## config.mk

```make
export PLATFORM = sky130hd
export DESIGN_NAME = handshake_serial_bus_node_flat
export DESIGN_NICKNAME = d
export VERILOG_FILES = /design/src/rtl/hsbn_pkg.sv /design/src/rtl/hsbn_if.sv /design/src/rtl/hsbn_cfg_regs.sv /design/src/rtl/hsbn_core.sv /design/src/rtl/handshake_serial_bus_node.sv /design/src/flat_wrapper.sv
export SDC_FILE = /design/constraint.sdc
export NUM_CORES = 1
export LEC_CHECK = 0
export ABC_AREA = 1
export BUFFER_PORTS_ARGS = -buffer_cell sky130_fd_sc_hd__buf_2
export CORE_MARGIN = 2
export CORE_UTILIZATION = 35
export DETAILED_ROUTE_END_ITERATION = 10
export PLACE_DENSITY_LB_ADDON = 0.3
export SYNTH_ARGS = -nofsm -noshare
export SYNTH_HDL_FRONTEND = slang
export SYNTH_SLANG_ARGS = --single-unit
```

## constraint.sdc

```tcl
create_clock -name clk -period 7.99 [get_ports clk]
set_input_delay 0.799 -clock clk [delete_from_list [all_inputs] [get_ports clk]]
set_output_delay 0.799 -clock clk [all_outputs]
set_load 0.05 [all_outputs]
```

## src/rtl/hsbn_pkg.sv

```systemverilog
// Package for the serial bus node: constants, enums, item, result and configuration types.
// No dependencies.
`timescale 1ns / 1ps
package hsbn_pkg;

    localparam int BUF_DEPTH = 64;
    localparam int BUF_AW = $clog2(BUF_DEPTH);
    localparam logic [15:0] ACK_PAUSE_TICKS = 16'd10;
    localparam logic [15:0] READ_PAUSE_TICKS = 16'd1;
    localparam logic [8:0] BUF_DEPTH_W = 9'(BUF_DEPTH);

    typedef enum logic [1:0] {
        KIND_TICK = 2'd0,
        KIND_LOAD = 2'd1,
        KIND_SEND = 2'd2,
        KIND_RECV = 2'd3
    } kind_t;

    typedef enum logic [2:0] {
        ERR_OK        = 3'd0,
        ERR_NO_TRY    = 3'd1,
        ERR_NO_ACK    = 3'd2,
        ERR_BUS_BUSY  = 3'd3,
        ERR_CLK_LOW   = 3'd4,
        ERR_CLK_HIGH  = 3'd5
    } err_t;

    typedef enum logic [4:0] {
        P_IDLE, P_S_ACT, P_S_STROBE, P_S_ACK, P_S_START, P_S_HOLD, P_S_LOW,
        P_S_BYTE, P_S_SETTLE, P_R_DAT, P_R_ACKP, P_R_STROBE, P_R_LOW, P_R_READ,
        P_R_FAILP, P_R_HIGH, P_R_SETTLE
    } phase_t;

    typedef enum logic [2:0] {
        REG_RETRIES, REG_TO_TICKS, REG_TO_LOOPS, REG_STROBE,
        REG_BIT_PAUSE, REG_BYTE_PAUSE, REG_SETTLE, REG_START_PAUSE
    } reg_idx_t;

    typedef struct packed {
        logic [1:0] kind;
        logic       clk_level;
        logic       act_level;
        logic       dat_level;
        logic [5:0] load_index;
        logic [7:0] load_value;
    } item_t;

    typedef struct packed {
        logic       clk_drive;
        logic       clk_enable;
        logic       act_drive;
        logic       act_enable;
        logic       dat_drive;
        logic       dat_enable;
        logic       busy_res;
        logic       done_res;
        logic [2:0] error_code;
        logic       rx_valid;
        logic [7:0] rx_index;
        logic [7:0] rx_value;
    } result_t;

    typedef struct packed {
        logic [7:0]  max_send_retries;
        logic [15:0] timeout_ticks;
        logic [7:0]  timeout_loops;
        logic [15:0] strobe_ticks;
        logic [15:0] bit_pause_ticks;
        logic [15:0] byte_pause_ticks;
        logic [15:0] settle_ticks;
        logic [15:0] start_pause_ticks;
    } cfg_t;

endpackage

```

## src/rtl/hsbn_if.sv

```systemverilog
// Channel interfaces: item, result and configuration write.
// Depends on hsbn_pkg.
`timescale 1ns / 1ps
interface hsbn_item_if;
    import hsbn_pkg::*;
    logic  valid;
    logic  ready;
    item_t data;
    modport source (output valid, output data, input ready);
    modport sink (input valid, input data, output ready);
endinterface

interface hsbn_result_if;
    import hsbn_pkg::*;
    logic    valid;
    logic    ready;
    result_t data;
    modport source (output valid, output data, input ready);
    modport sink (input valid, input data, output ready);
endinterface

interface hsbn_cfg_if;
    logic        valid;
    logic        ready;
    logic [2:0]  index;
    logic [15:0] wdata;
    modport source (output valid, output index, output wdata, input ready);
    modport sink (input valid, input index, input wdata, output ready);
endinterface

```

## src/rtl/hsbn_cfg_regs.sv

```systemverilog
// Configuration register file for the bus node.
// Depends on hsbn_pkg and hsbn_if.
`timescale 1ns / 1ps
module hsbn_cfg_regs (
    input  logic         clk,
    input  logic         rst_n,
    hsbn_cfg_if.sink     cfg,
    output hsbn_pkg::cfg_t regs
);
    import hsbn_pkg::*;

    cfg_t regs_reg;

    assign cfg.ready = 1'b1;
    assign regs = regs_reg;

    always_ff @(posedge clk or negedge rst_n)
    begin
        if (!rst_n)
        begin
            regs_reg <= '{8'd3, 16'd10000, 8'd5, 16'd10, 16'd5, 16'd10, 16'd20, 16'd20};
        end
        else if (cfg.valid)
        begin
            unique case (reg_idx_t'(cfg.index))
                REG_RETRIES:     regs_reg.max_send_retries  <= cfg.wdata[7:0];
                REG_TO_TICKS:    regs_reg.timeout_ticks     <= cfg.wdata;
                REG_TO_LOOPS:    regs_reg.timeout_loops     <= cfg.wdata[7:0];
                REG_STROBE:      regs_reg.strobe_ticks      <= cfg.wdata;
                REG_BIT_PAUSE:   regs_reg.bit_pause_ticks   <= cfg.wdata;
                REG_BYTE_PAUSE:  regs_reg.byte_pause_ticks  <= cfg.wdata;
                REG_SETTLE:      regs_reg.settle_ticks      <= cfg.wdata;
                REG_START_PAUSE: regs_reg.start_pause_ticks <= cfg.wdata;
                default:         regs_reg <= regs_reg;
            endcase
        end
    end
endmodule

```

## src/rtl/hsbn_core.sv

```systemverilog
// Bus node sequencer: one item per cycle while step is high, from the item input to a combinational result.
// Depends on hsbn_pkg.
`timescale 1ns / 1ps
module hsbn_core (
    input  logic              clk,
    input  logic              rst_n,
    input  logic              step,
    input  hsbn_pkg::item_t   item,
    input  hsbn_pkg::cfg_t    cfg,
    output hsbn_pkg::result_t res
);
    import hsbn_pkg::*;

    logic [7:0] buf_mem [BUF_DEPTH];
    logic [BUF_DEPTH-1:0] buf_vld_reg;
    logic [7:0] buf0_reg;
    logic [7:0] rd_reg;

    phase_t      phase_reg, phase_next;
    logic [7:0]  byte_pos_reg, byte_pos_next;
    logic [2:0]  bit_pos_reg, bit_pos_next;
    logic [7:0]  shift_reg, shift_next;
    logic [7:0]  rx_len_reg, rx_len_next;
    logic [15:0] delay_reg, delay_next;
    logic [15:0] wtick_reg, wtick_next;
    logic [7:0]  wloop_reg, wloop_next;
    logic [7:0]  attempt_reg, attempt_next;
    err_t        err_reg, err_next;

    logic [7:0] buf0, buf_at;
    logic [8:0] send_len;
    logic       done;
    logic       w_match, w_hit, w_fail, d_done, send_side, tx_bit;
    logic [15:0] wtick_inc;
    logic [7:0]  byte_inc;
    logic       load_wr;
    logic       load_ok;
    logic [BUF_AW-1:0] rd_addr;

    // entry 0 kept in its own register; rd_reg holds the byte the next send step needs
    assign buf0   = buf0_reg;
    assign buf_at = rd_reg;
    assign send_len = ({1'b0, buf0} > BUF_DEPTH_W) ? BUF_DEPTH_W : {1'b0, buf0};
    assign load_wr = step && item.kind == KIND_LOAD;
    assign load_ok = load_wr && {3'b0, item.load_index} < BUF_DEPTH_W;
    assign wtick_inc = wtick_reg + 16'd1;
    assign byte_inc = byte_pos_reg + 8'd1;
    assign d_done = delay_reg == 16'd0;
    assign rd_addr = (phase_next == P_S_BYTE)
                     ? byte_pos_next[BUF_AW-1:0] + BUF_AW'(1) : byte_pos_next[BUF_AW-1:0];

    always_comb
    begin
        unique case (phase_reg)
            P_S_ACT:  w_match = item.act_level;
            P_S_ACK:  w_match = !item.dat_level;
            P_R_DAT:  w_match = item.dat_level;
            P_R_LOW:  w_match = !item.clk_level;
            default:  w_match = item.clk_level;
        endcase
        w_hit  = w_match;
        w_fail = !w_match && wtick_inc >= cfg.timeout_ticks && wloop_reg >= cfg.timeout_loops;
    end

    always_comb
    begin
        phase_next = phase_reg;
        byte_pos_next = byte_pos_reg;
        bit_pos_next = bit_pos_reg;
        shift_next = shift_reg;
        rx_len_next = rx_len_reg;
        delay_next = delay_reg;
        wtick_next = wtick_reg;
        wloop_next = wloop_reg;
        attempt_next = attempt_reg;
        err_next = err_reg;
        done = 1'b0;
        res = '0;
        if (step)
        begin
            if (item.kind == KIND_TICK)
            begin
                // wait counters advance on non-matching ticks in wait phases
                if ((phase_reg == P_S_ACT || phase_reg == P_S_ACK || phase_reg == P_R_DAT
                     || phase_reg == P_R_LOW || phase_reg == P_R_HIGH) && !w_match)
                begin
                    if (wtick_inc >= cfg.timeout_ticks)
                    begin
                        wtick_next = '0;
                        if (wloop_reg < cfg.timeout_loops)
                            wloop_next = wloop_reg + 8'd1;
                    end
                    else
                        wtick_next = wtick_inc;
                end
                if (!d_done)
                    delay_next = delay_reg - 16'd1;
                unique case (phase_reg)
                    P_S_ACT:
                    begin
                        if (w_hit)
                        begin
                            phase_next = P_S_STROBE; delay_next = cfg.strobe_ticks;
                        end
                        else if (w_fail)
                        begin
                            attempt_next = attempt_reg + 8'd1; err_next = ERR_BUS_BUSY;
                            if (attempt_next < cfg.max_send_retries)
                            begin
                                phase_next = P_S_ACT; wtick_next = '0; wloop_next = '0;
                            end
                            else
                            begin
                                phase_next = P_IDLE; done = 1'b1;
                            end
                        end
                    end
                    P_S_STROBE:
                        if (d_done)
                        begin
                            phase_next = P_S_ACK; wtick_next = '0; wloop_next = '0;
                        end
                    P_S_ACK:
                    begin
                        if (w_hit)
                        begin
                            byte_pos_next = '0; phase_next = P_S_START;
                            delay_next = cfg.start_pause_ticks;
                        end
                        else if (w_fail)
                        begin
                            attempt_next = attempt_reg + 8'd1; err_next = ERR_NO_ACK;
                            if (attempt_next < cfg.max_send_retries)
                            begin
                                phase_next = P_S_ACT; wtick_next = '0; wloop_next = '0;
                            end
                            else
                            begin
                                phase_next = P_IDLE; done = 1'b1;
                            end
                        end
                    end
                    P_S_START, P_S_BYTE:
                        if (d_done)
                        begin
                            if (phase_reg == P_S_BYTE)
                                byte_pos_next = byte_inc;
                            if ({1'b0, byte_pos_next} < send_len)
                            begin
                                shift_next = buf_at; bit_pos_next = '0;
                                phase_next = P_S_HOLD; delay_next = cfg.bit_pause_ticks;
                            end
                            else
                            begin
                                phase_next = P_S_SETTLE; delay_next = cfg.settle_ticks;
                            end
                        end
                    P_S_HOLD:
                        if (d_done)
                        begin
                            phase_next = P_S_LOW; delay_next = cfg.bit_pause_ticks;
                        end
                    P_S_LOW:
                        if (d_done)
                        begin
                            if (bit_pos_reg == 3'd7)
                            begin
                                phase_next = P_S_BYTE; delay_next = cfg.byte_pause_ticks;
                            end
                            else
                            begin
                                bit_pos_next = bit_pos_reg + 3'd1;
                                phase_next = P_S_HOLD; delay_next = cfg.bit_pause_ticks;
                            end
                        end
                    P_S_SETTLE:
                        if (d_done)
                        begin
                            attempt_next = attempt_reg + 8'd1; err_next = ERR_OK;
                            phase_next = P_IDLE; done = 1'b1;
                        end
                    P_R_DAT:
                        if (w_hit || w_fail)
                        begin
                            phase_next = P_R_ACKP; delay_next = ACK_PAUSE_TICKS;
                        end
                    P_R_ACKP:
                        if (d_done)
                        begin
                            phase_next = P_R_STROBE; delay_next = cfg.strobe_ticks;
                        end
                    P_R_STROBE:
                        if (d_done)
                        begin
                            phase_next = P_R_LOW; wtick_next = '0; wloop_next = '0;
                        end
                    P_R_LOW:
                    begin
                        if (w_hit)
                        begin
                            phase_next = P_R_READ; delay_next = READ_PAUSE_TICKS;
                        end
                        else if (w_fail)
                        begin
                            phase_next = P_R_FAILP; delay_next = READ_PAUSE_TICKS;
                        end
                    end
                    P_R_READ:
                        if (d_done)
                        begin
                            if (item.dat_level)
                                shift_next = shift_reg | (8'd1 << bit_pos_reg);
                            phase_next = P_R_HIGH; wtick_next = '0; wloop_next = '0;
                        end
                    P_R_FAILP:
                        if (d_done)
                        begin
                            err_next = ERR_CLK_LOW; phase_next = P_R_SETTLE;
                            delay_next = cfg.settle_ticks;
                        end
                    P_R_HIGH:
                    begin
                        if (w_fail)
                        begin
                            err_next = ERR_CLK_HIGH; phase_next = P_R_SETTLE;
                            delay_next = cfg.settle_ticks;
                        end
                        else if (w_hit)
                        begin
                            if (bit_pos_reg != 3'd7)
                            begin
                                bit_pos_next = bit_pos_reg + 3'd1; phase_next = P_R_LOW;
                                wtick_next = '0; wloop_next = '0;
                            end
                            else
                            begin
                                res.rx_valid = 1'b1;
                                res.rx_index = byte_pos_reg;
                                res.rx_value = shift_reg;
                                if (byte_pos_reg == 8'd0)
                                    rx_len_next = shift_reg;
                                byte_pos_next = byte_inc;
                                if (byte_inc < rx_len_next)
                                begin
                                    shift_next = '0; bit_pos_next = '0; phase_next = P_R_LOW;
                                    wtick_next = '0; wloop_next = '0;
                                end
                                else
                                begin
                                    err_next = ERR_OK; phase_next = P_R_SETTLE;
                                    delay_next = cfg.settle_ticks;
                                end
                            end
                        end
                    end
                    P_R_SETTLE:
                        if (d_done)
                        begin
                            phase_next = P_IDLE; done = 1'b1;
                        end
                    default:
                        phase_next = P_IDLE;
                endcase
            end
            else if (item.kind != KIND_LOAD && phase_reg == P_IDLE)
            begin
                wtick_next = '0; wloop_next = '0;
                if (item.kind == KIND_SEND)
                begin
                    attempt_next = '0;
                    if (cfg.max_send_retries == 8'd0)
                    begin
                        err_next = ERR_NO_TRY; done = 1'b1;
                    end
                    else
                        phase_next = P_S_ACT;
                end
                else
                begin
                    byte_pos_next = '0; bit_pos_next = '0; shift_next = '0;
                    rx_len_next = '0; phase_next = P_R_DAT;
                end
            end
        end
        send_side = phase_next >= P_S_STROBE && phase_next <= P_S_SETTLE;
        tx_bit = shift_next[bit_pos_next];
        res.clk_drive  = phase_next != P_S_LOW;
        res.clk_enable = send_side;
        res.act_drive  = !send_side;
        res.act_enable = send_side;
        case (phase_next)
            P_S_STROBE, P_R_STROBE:
            begin
                res.dat_drive = 1'b0; res.dat_enable = 1'b1;
            end
            P_S_START, P_R_ACKP:
            begin
                res.dat_drive = 1'b1; res.dat_enable = 1'b1;
            end
            P_S_HOLD, P_S_LOW, P_S_BYTE:
            begin
                res.dat_drive = tx_bit; res.dat_enable = 1'b1;
            end
            default:
            begin
                res.dat_drive = 1'b1; res.dat_enable = 1'b0;
            end
        endcase
        res.busy_res = phase_next != P_IDLE;
        res.done_res = done;
        res.error_code = err_next;
    end

    // read address follows the state after this item; a load to it is forwarded
    always_ff @(posedge clk)
    begin
        if (load_ok)
            buf_mem[item.load_index[BUF_AW-1:0]] <= item.load_value;
        if (step)
        begin
            if (load_ok && item.load_index[BUF_AW-1:0] == rd_addr)
                rd_reg <= item.load_value;
            else
                rd_reg <= buf_vld_reg[rd_addr] ? buf_mem[rd_addr] : 8'd0;
        end
    end

    always_ff @(posedge clk or negedge rst_n)
    begin
        if (!rst_n)
        begin
            buf_vld_reg <= '0;
            buf0_reg <= '0;
            phase_reg <= P_IDLE;
            byte_pos_reg <= '0;
            bit_pos_reg <= '0;
            shift_reg <= '0;
            rx_len_reg <= '0;
            delay_reg <= '0;
            wtick_reg <= '0;
            wloop_reg <= '0;
            attempt_reg <= '0;
            err_reg <= ERR_NO_TRY;
        end
        else if (step)
        begin
            if (load_ok)
                buf_vld_reg[item.load_index[BUF_AW-1:0]] <= 1'b1;
            if (load_ok && item.load_index == '0)
                buf0_reg <= item.load_value;
            phase_reg <= phase_next;
            byte_pos_reg <= byte_pos_next;
            bit_pos_reg <= bit_pos_next;
            shift_reg <= shift_next;
            rx_len_reg <= rx_len_next;
            delay_reg <= delay_next;
            wtick_reg <= wtick_next;
            wloop_reg <= wloop_next;
            attempt_reg <= attempt_next;
            err_reg <= err_next;
        end
    end

    a_done_idle: assert property (@(posedge clk) disable iff (!rst_n)
        res.done_res |-> !res.busy_res) else $error("done while busy");
    a_rx_in_recv: assert property (@(posedge clk) disable iff (!rst_n)
        res.rx_valid |-> phase_reg == P_R_HIGH) else $error("rx byte outside receive");
    a_hold: assert property (@(posedge clk) disable iff (!rst_n)
        !step |=> $stable(phase_reg)) else $error("phase moved without item");
endmodule

```

## src/rtl/handshake_serial_bus_node.sv

```systemverilog
// Top level of the serial bus node: sequencer and result register.
// Depends on hsbn_pkg, hsbn_if, hsbn_cfg_regs, hsbn_core.
//
//  channel | dir | contents
//  in_ch   | in  | kind, line levels, load index/value
//  out_ch  | out | line drives/enables, busy, done, error, rx byte
//  cfg_ch  | in  | register index, write data
//
// One item per cycle unless out_ch stalls; results come in the cycle after.
// A transfer is taken whenever the result register is empty or being drained.
// Reset clears all control state; the send buffer reads zero until written.
`timescale 1ns / 1ps
module handshake_serial_bus_node (
    input  logic         clk,
    input  logic         rst_n,
    hsbn_item_if.sink    in_ch,
    hsbn_result_if.source out_ch,
    hsbn_cfg_if.sink     cfg_ch
);
    import hsbn_pkg::*;

    cfg_t    cfg;
    result_t res;
    result_t out_reg;
    logic    out_vld_reg;
    logic    step;

    // accept whenever the result slot is empty or being taken this cycle
    assign in_ch.ready = !out_vld_reg || out_ch.ready;
    assign step = in_ch.valid && in_ch.ready;
    assign out_ch.valid = out_vld_reg;
    assign out_ch.data = out_reg;

    hsbn_cfg_regs u_cfg (
        .clk  (clk),
        .rst_n(rst_n),
        .cfg  (cfg_ch),
        .regs (cfg)
    );

    hsbn_core u_core (
        .clk  (clk),
        .rst_n(rst_n),
        .step (step),
        .item (in_ch.data),
        .cfg  (cfg),
        .res  (res)
    );

    always_ff @(posedge clk or negedge rst_n)
    begin
        if (!rst_n)
            out_vld_reg <= 1'b0;
        else if (in_ch.ready)
            out_vld_reg <= in_ch.valid;
    end

    always_ff @(posedge clk)
    begin
        if (step)
            out_reg <= res;
    end
endmodule
```

## src/flat_wrapper.sv

```systemverilog
// flat-port wrapper written by rule: the top's interface ports become plain ports
module handshake_serial_bus_node_flat import hsbn_pkg::*;
  (clk, rst_n, in_ch_valid, in_ch_data, in_ch_ready, out_ch_valid, out_ch_data, out_ch_ready, cfg_ch_valid, cfg_ch_index, cfg_ch_wdata, cfg_ch_ready);
  hsbn_item_if in_ch_i ();
  hsbn_result_if out_ch_i ();
  hsbn_cfg_if cfg_ch_i ();
  input  logic clk;
  input  logic rst_n;
  input wire logic [$bits(in_ch_i.valid)-1:0] in_ch_valid;
  input wire logic [$bits(in_ch_i.data)-1:0] in_ch_data;
  output wire logic [$bits(in_ch_i.ready)-1:0] in_ch_ready;
  output wire logic [$bits(out_ch_i.valid)-1:0] out_ch_valid;
  output wire logic [$bits(out_ch_i.data)-1:0] out_ch_data;
  input wire logic [$bits(out_ch_i.ready)-1:0] out_ch_ready;
  input wire logic [$bits(cfg_ch_i.valid)-1:0] cfg_ch_valid;
  input wire logic [$bits(cfg_ch_i.index)-1:0] cfg_ch_index;
  input wire logic [$bits(cfg_ch_i.wdata)-1:0] cfg_ch_wdata;
  output wire logic [$bits(cfg_ch_i.ready)-1:0] cfg_ch_ready;
  assign in_ch_i.valid = in_ch_valid;
  assign in_ch_i.data = in_ch_data;
  assign in_ch_ready = in_ch_i.ready;
  assign out_ch_valid = out_ch_i.valid;
  assign out_ch_data = out_ch_i.data;
  assign out_ch_i.ready = out_ch_ready;
  assign cfg_ch_i.valid = cfg_ch_valid;
  assign cfg_ch_i.index = cfg_ch_index;
  assign cfg_ch_i.wdata = cfg_ch_wdata;
  assign cfg_ch_ready = cfg_ch_i.ready;
  handshake_serial_bus_node u_core (.clk(clk), .rst_n(rst_n), .in_ch(in_ch_i), .out_ch(out_ch_i), .cfg_ch(cfg_ch_i));
endmodule
```

-- Yosys cells after proc, flatten, opt, wreduce, memory -nomap -nowiden
Memory sizes are Yosys's and may differ from the RTL's.
Cells that the tools add are included.
- multiplexer cells: 174
- add/subtract/negate cells: 7
- magnitude comparators: 13
- bitwise gates (word level): 5
- reductions and logical operators: 55
- eq/ne operators: 52
- shift operators: 1
- operators by type and width (cell ; number):
    2-to-1 mux 8 bit ; 61
    2-to-1 mux 16 bit ; 29
    case mux 16 bit (10 select lines) ; 1
    2-to-1 mux 5 bit ; 24
    2-to-1 mux 3 bit ; 26
    case mux 8 bit (3 select lines) ; 3
    case mux 5 bit (14 select lines) ; 1
    bitwise OR 64 bit ; 1
    equality test 5 x 4 -> 1 bit, second input constant ; 10
    case mux 16 bit (3 select lines) ; 1
    equality test 5 x 3 -> 1 bit, second input constant ; 8
    less-than comparator 8 bit ; 4
    != test 3 bit, second input constant ; 9
    adder 8 x 1 -> 8 bit, second input constant ; 3
    AND reduction 2 bit ; 12
    2-to-1 mux 17 bit ; 1
    adder 16 x 1 -> 16 bit, second input constant ; 1
    >= comparator 16 bit ; 1
    zero test 16 bit ; 1
    zero test 8 bit ; 2
    case mux 8 bit (2 select lines) ; 1
    subtractor 16 x 1 -> 16 bit, second input constant ; 1
    equality test 3 bit, second input constant ; 5
    equality test 5 x 2 -> 1 bit, second input constant ; 3
    51 further kinds ; 98
- RAM bits: 512
- memories kept: 1
- input port bits: 43
- register bits after elaboration: 303
- memory list (memory ; depth ; bits a word ; rd ports ; clocked after memory_dff ; write ports ; line ; text):
    u_core.u_core.buf_mem ; 64 ; 8 ; 1 ; 0 ; 1 ; hsbn_core.sv:14 ; logic [7:0] buf_mem [BUF_DEPTH];

-- Depth between registers and ports, before layout
- depth after elaboration: 23
- depth in mapped cells: 40
- gate-level depth less buffers: 38

-- Hierarchy
From an unflattened synthesis, not the netlist that was laid out.
- cells, all modules: 4280
- area, all modules: 39641.8 µm²
- by module, submodules not included (module ; seq. area each (µm²) ; instances ; area each (µm²) ; cells each):
    hsbn_core ; 19494.9 ; 1 ; 34310.4 ; 3743
    hsbn_cfg_regs ; 2826.5 ; 1 ; 4445.5 ; 503
    handshake_serial_bus_node ; 865.8 ; 1 ; 885.8 ; 34

-- Least setup slack after synthesis
OpenSTA, ideal clock, no wires.
- path type: register -> register
- start point: register u_core.u_core.wtick_reg[2]
- end point: register u_core.u_core.rd_reg[2], in the netlist u_core.u_core.buf_at[2], data pin
- arrival: 4.625 ns
- clock period less this slack: 4.877 ns
- setup slack: 3.113 ns
- cell stages (with the launch flop): 35
- buffers on the path: 2
- path through: dfrtp_1 inv_1 nor3_1 nand3_1 nor3_1 nand3_1 nor3_1 xor2_1 ha_1 nand2_1 inv_1 o21ai_0 nand2_1 a21oi_1 nand3_1 nand2_4 nand2_4 inv_2 o21ai_1 a21boi_1 o21bai_2 nor2_8 nand3_4 o21ai_2 buf_4 buf_2 nand3_1 nand3_1 nand3_1 nand3_1 nand2_1 nor2_1 nor2_1 nand2_1 nand2_1
- longest elaborated chain between the ends: 15
- elaborated cells between the ends (all ways): 29
- those cells by class: 2 x add/sub; 1 x order compare; 2 x eq/ne; 19 x mux; 4 x reduce/logical; 1 x memory
- ends and longest elaborated chain (element ; line ; text):
    start, declared ; hsbn_core.sv:25 ; logic [15:0] wtick_reg, wtick_next;
    start signal, assigned ; hsbn_core.sv:357 ; wtick_reg <= wtick_next;
    adder 16 x 1 -> 16 bit (*) ; hsbn_core.sv:46 ; assign wtick_inc = wtick_reg + 16'd1;
    >= comparator 16 bit (*) ; hsbn_core.sv:62 ; w_fail = !w_match && wtick_inc >= cfg.timeout_ticks && wloop_reg >= cfg.timeout_loops;
    logical AND 1 bit (*) (2 in series) ; hsbn_core.sv:62 ;
    branches (longest 6 deep; another with adder 6 x 1 -> 6 bit) ; -- ;
    2-to-1 mux 6 bit (*) ; hsbn_core.sv:50 ; ? byte_pos_next[BUF_AW-1:0] + BUF_AW'(1) : byte_pos_next[BUF_AW-1:0];
    binary-select mux 1 bit (select 6 bit) ; hsbn_core.sv:324 ; rd_reg <= buf_vld_reg[rd_addr] ? buf_mem[rd_addr] : 8'd0;
    2-to-1 mux 1 bit (implied by the code) ; hsbn_core.sv:324 ;
    2-to-1 mux 8 bit ; hsbn_core.sv:324 ;
    2-to-1 mux 8 bit (*) ; hsbn_core.sv:321 ; if (load_ok && item.load_index[BUF_AW-1:0] == rd_addr)
    end signal, assigned ; hsbn_core.sv:322 ; rd_reg <= item.load_value;
    end signal, assigned ; hsbn_core.sv:324 ;
    end, declared ; hsbn_core.sv:17 ; logic [7:0] rd_reg;
Mark *: on every way between the ends. The select of a mux whose other input is x is not followed.
A chain may end at the register's enable or synchronous reset.

-- Final worst setup path
- start point: register u_core.u_core.wtick_reg[2]
- end point: register u_core.u_core.rd_reg[6], in the netlist u_core.u_core.buf_at[6], data pin
Same word-level chain as after synthesis.

==> summary.txt <==
Global route
  – Overall Global Routing Usage: 0.203
  – Met3 usage: 0.0376
  – Met2 Track Usage GR: 0.330
  – Initial antenna violation count: 13
  – Gr busiest metal: met2
  – Pin count of the biggest net entering global routing: between 100 and 150
  – First-pass GRT wire length: 181000 um
  – Number of global-route vias before repair: between 20000 and 30000
  – Grt met1 use: 0.270
  – Remaining global-route overflow: 0

Final layout
  – Nets: around 4300
  – Multi-input logic area: 13800 sq um
  – Final Util: 0.394
  – Commonest non-fill, non-tap cell in the layout: nand2_1
  – Layout cells sized above 1: 0.0851
  – Register area: approximately 23000 sq um
  – Fin area: 44200 sq um
  – Most frequent cells in the layout: nand2_1, nand3_1, edfxtp_1
  – Area grow syn2layout: 12.1%
  – # fillers: approximately 11000
  – Max reg flops: slightly above 500
  – Non-filler cells, final: roughly 5800

Clock tree
  – CTS HTree Levels: 3
  – Post-CTS setup buffers: 0
  – Clock-pin slew on the worst setup and hold paths: around 0.06 ns
  – TritonCTS Buffers: 90
  – Post-CTS Resized: 0
  – Root buffer cell: clkbuf_16
  – Hold buffers post-CTS: 0
  – Clk buf depth: 3
  – CTS tree: yes
  – Num Clock Sinks: approximately 820
  – Worst skew pair latency: approximately 0.70 ns

Critical path
  – CP Data Arrival Time: roughly 7.3 ns
  – CP required: roughly 8.4 ns
  – Top cell by count, worst path: nand3_1
  – Worst setup SP type: flop
  – Worst R2R Path Depth: 36
  – Worst setup path endpoint: u_core.u_core.buf_at[6]
  – CP delay by family, top: simple AND/OR/NAND/NOR gates
  – CP bufs+invs: 7
  – Cell with the largest stage delay on the worst path: inv_2
  – R2r setup slk: about 1.1 ns
  – Crit. Startpoint: u_core.u_core.wtick_reg[2]
  – CP peak stage delay: slightly above 0.5 ns
  – End of the worst register-to-register path: u_core.u_core.buf_at[6]
  – Reg-to-Reg Start: u_core.u_core.wtick_reg[2]
  – CP Depth: 36
  – Critical Path End Type: flop
  – Crit Path Class: flop to flop
  – Critical Path Fanout Max: 26

Timing
  – Worst Max-Slew Pin Slew: around 1.2 ns
  – Setup TNS: 0 ns
  – Final min period: slightly below 7 ns
  – Slew HR: 0.219
  – Hold slack: between 0.15 and 0.2 ns
  – Hold Fails Final Rpt: 0
  – Fmax: between 0.1 and 0.15 GHz
  – Worst setup margin: between 1 and 1.5 ns
  – Clock skew: about 0.051 ns
  – Final setup vio count: 0
  – Fin crit share: 0.865
  – RSZ-0062 raised after global routing: no
  – Pins Over Slew Limit: 0

Detailed routing
  – DR vias/cell: ~5.3
  – Routed Antenna Nets: 0
  – DRC: 0
  – Iter 0 DRT Violations: 3027
  – Vias: slightly above 30000
  – Average wire per cell in the routed design: between 20 and 25 um
  – Pre-Repair DR Iteration Count: 6
  – DRT Wirelength: ~120000 um

Floorplanning
  – Die ar.: approximately 120000 sq um
  – I/O pin cnt: 74
  – Die extent in y: around 340 um
  – Rows: 123
  – Initial core utilization: 0.352
  – Core ar.: 112000 sq um
  – Die width: approximately 340 um

Power
  – Power Density: 300 nW/um^2
  – Max VDD drop: approximately 0.22 mV
  – Static Leakage: about 18 nW
  – Total power draw: about 13 mW

Min path
  – Hold Path Class: input port to asynchronous set/reset pin

Flow run
  – Max cap viols: 0

Logic synthesis
  – Post-synth cell types: 62
  – Main synth FF type: edfxtp_1
  – Register area share after synthesis: 0.587
  – Post-Syn Area: roughly 39000 sq um
  – Warnings from Yosys: 0
  – Post-synth top area cell: edfxtp_1
  – Count of state elements after synthesis: ~800
  – Asr flop ratio synth: 0.329
  – Post-synth EDFFs: between 500 and 600
  – Share of the synthesized area in the top cell type: 0.417
  – Syn Area/Cell: approximately 9.3 sq um
  – Top cells by area, synth: edfxtp_1, dfrtp_1, nand2_1, nand3_1, o21ai_0
  – Mapped Cells: between 4000 and 5000

Placed design
  – GP Congestion: slightly above 0.9
  – Pre-CTS setup slack: about 1.2 ns
  – Dpl hpwl: 75800 um
  – Input/output buffers: ~70
  – Dpl cell area: 41200 sq um
  – DP Cell Count: about 5600

Run status
  – Status: completed
[worst min-delay path by stage]
stage	from	endpoint	slack, ns	cells past startpoint
detailed placement	u_core.u_core.buf_vld_reg[41]	u_core.u_core.buf_vld_reg[41]	0.44	2
finish	rst_n	u_core.u_core.bit_pos_reg[2]	0.17	1
CTS	rst_n	u_core.u_core.rx_len_reg[6]	0.19	1
global route	rst_n	u_core.u_core.bit_pos_reg[2]	0.21	1
floorplan	u_core.u_core.buf_vld_reg[0]	u_core.u_core.buf_vld_reg[0]	0.42	2
global placement	u_core.u_core.buf_vld_reg[37]	u_core.u_core.buf_vld_reg[37]	0.44	2
[cells by family after synthesis]
kind of cell | count (synthesis) | synth area share
multiplexers | 4 | 0.00102
AO/OA/AOI/OAI | 627 | 0.0909
AND/OR/NAND/NOR | 2072 | 0.228
XOR/XNOR | 38 | 0.00844
flip-flops | 815 | 0.587
other | 1 | 0.0000951
buffers and inverters | 604 | 0.0649
adder cells (fa/ha/maj) | 60 | 0.0190
[cell usage after synthesis, types with 5 or more instances]
cell,n
inv_2,20
buf_6,18
a211oi_1,9
nor2_4,7
inv_1,375
clkbuf_1,91
o31ai_1,8
or2_2,13
nand2_1,1063
a22oi_1,23
dfrtp_1,248
o2111ai_1,13
nor3_1,37
xor2_1,37
nand2_4,5
o211ai_1,31
buf_1,8
a31oi_1,9
nand2_2,14
ha_1,60
buf_4,18
o22ai_1,44
o21ai_1,8
a221oi_1,6
nand3_1,647
buf_2,70
nand4_1,32
edfxtp_1,547
nor2_2,5
dfstp_2,20
o21ai_0,349
a21oi_1,94
nor2_1,233
[layout make-up]
class / count / share of cell area
inverter: 399 / 0.0339
multi-input combinational: 2803 / 0.312
timing repair buffer: 128 / 0.0196
clock inverter: 43 / 0.0115
sequential: 815 / 0.524
clock buffer: 126 / 0.0563
antenna: 5 / 0.000283
tap: 1500 / 0.0425
[worst register-to-register path, delay by kind of cell, from the launching register on]
family / cells / cell delay (ns)
and+or+nand+nor: 23 / 3.56
buffers and inverters: 7 / 1.46
AOI/OAI and AO/OA: 4 / 0.74
DFF: 1 / 0.39
adders and majority gates: 1 / 0.28
xor gates and xnor gates: 1 / 0.23
[metal layers]
metal  vias to the layer above  share of wire
met5                         -              0
met1                     14900           0.42
met3                       226          0.069
met2                      1126           0.47
li1                      14500              -
met4                         0          0.036
[where the power goes]
group | internal [mW] | total, mW | switching [mW]
sequential | 4.80 | 5.07 | 0.268
combinational | 1.11 | 3.99 | 2.88
clock | 2.42 | 4.20 | 1.77
(Power assumes the default switching activity.)
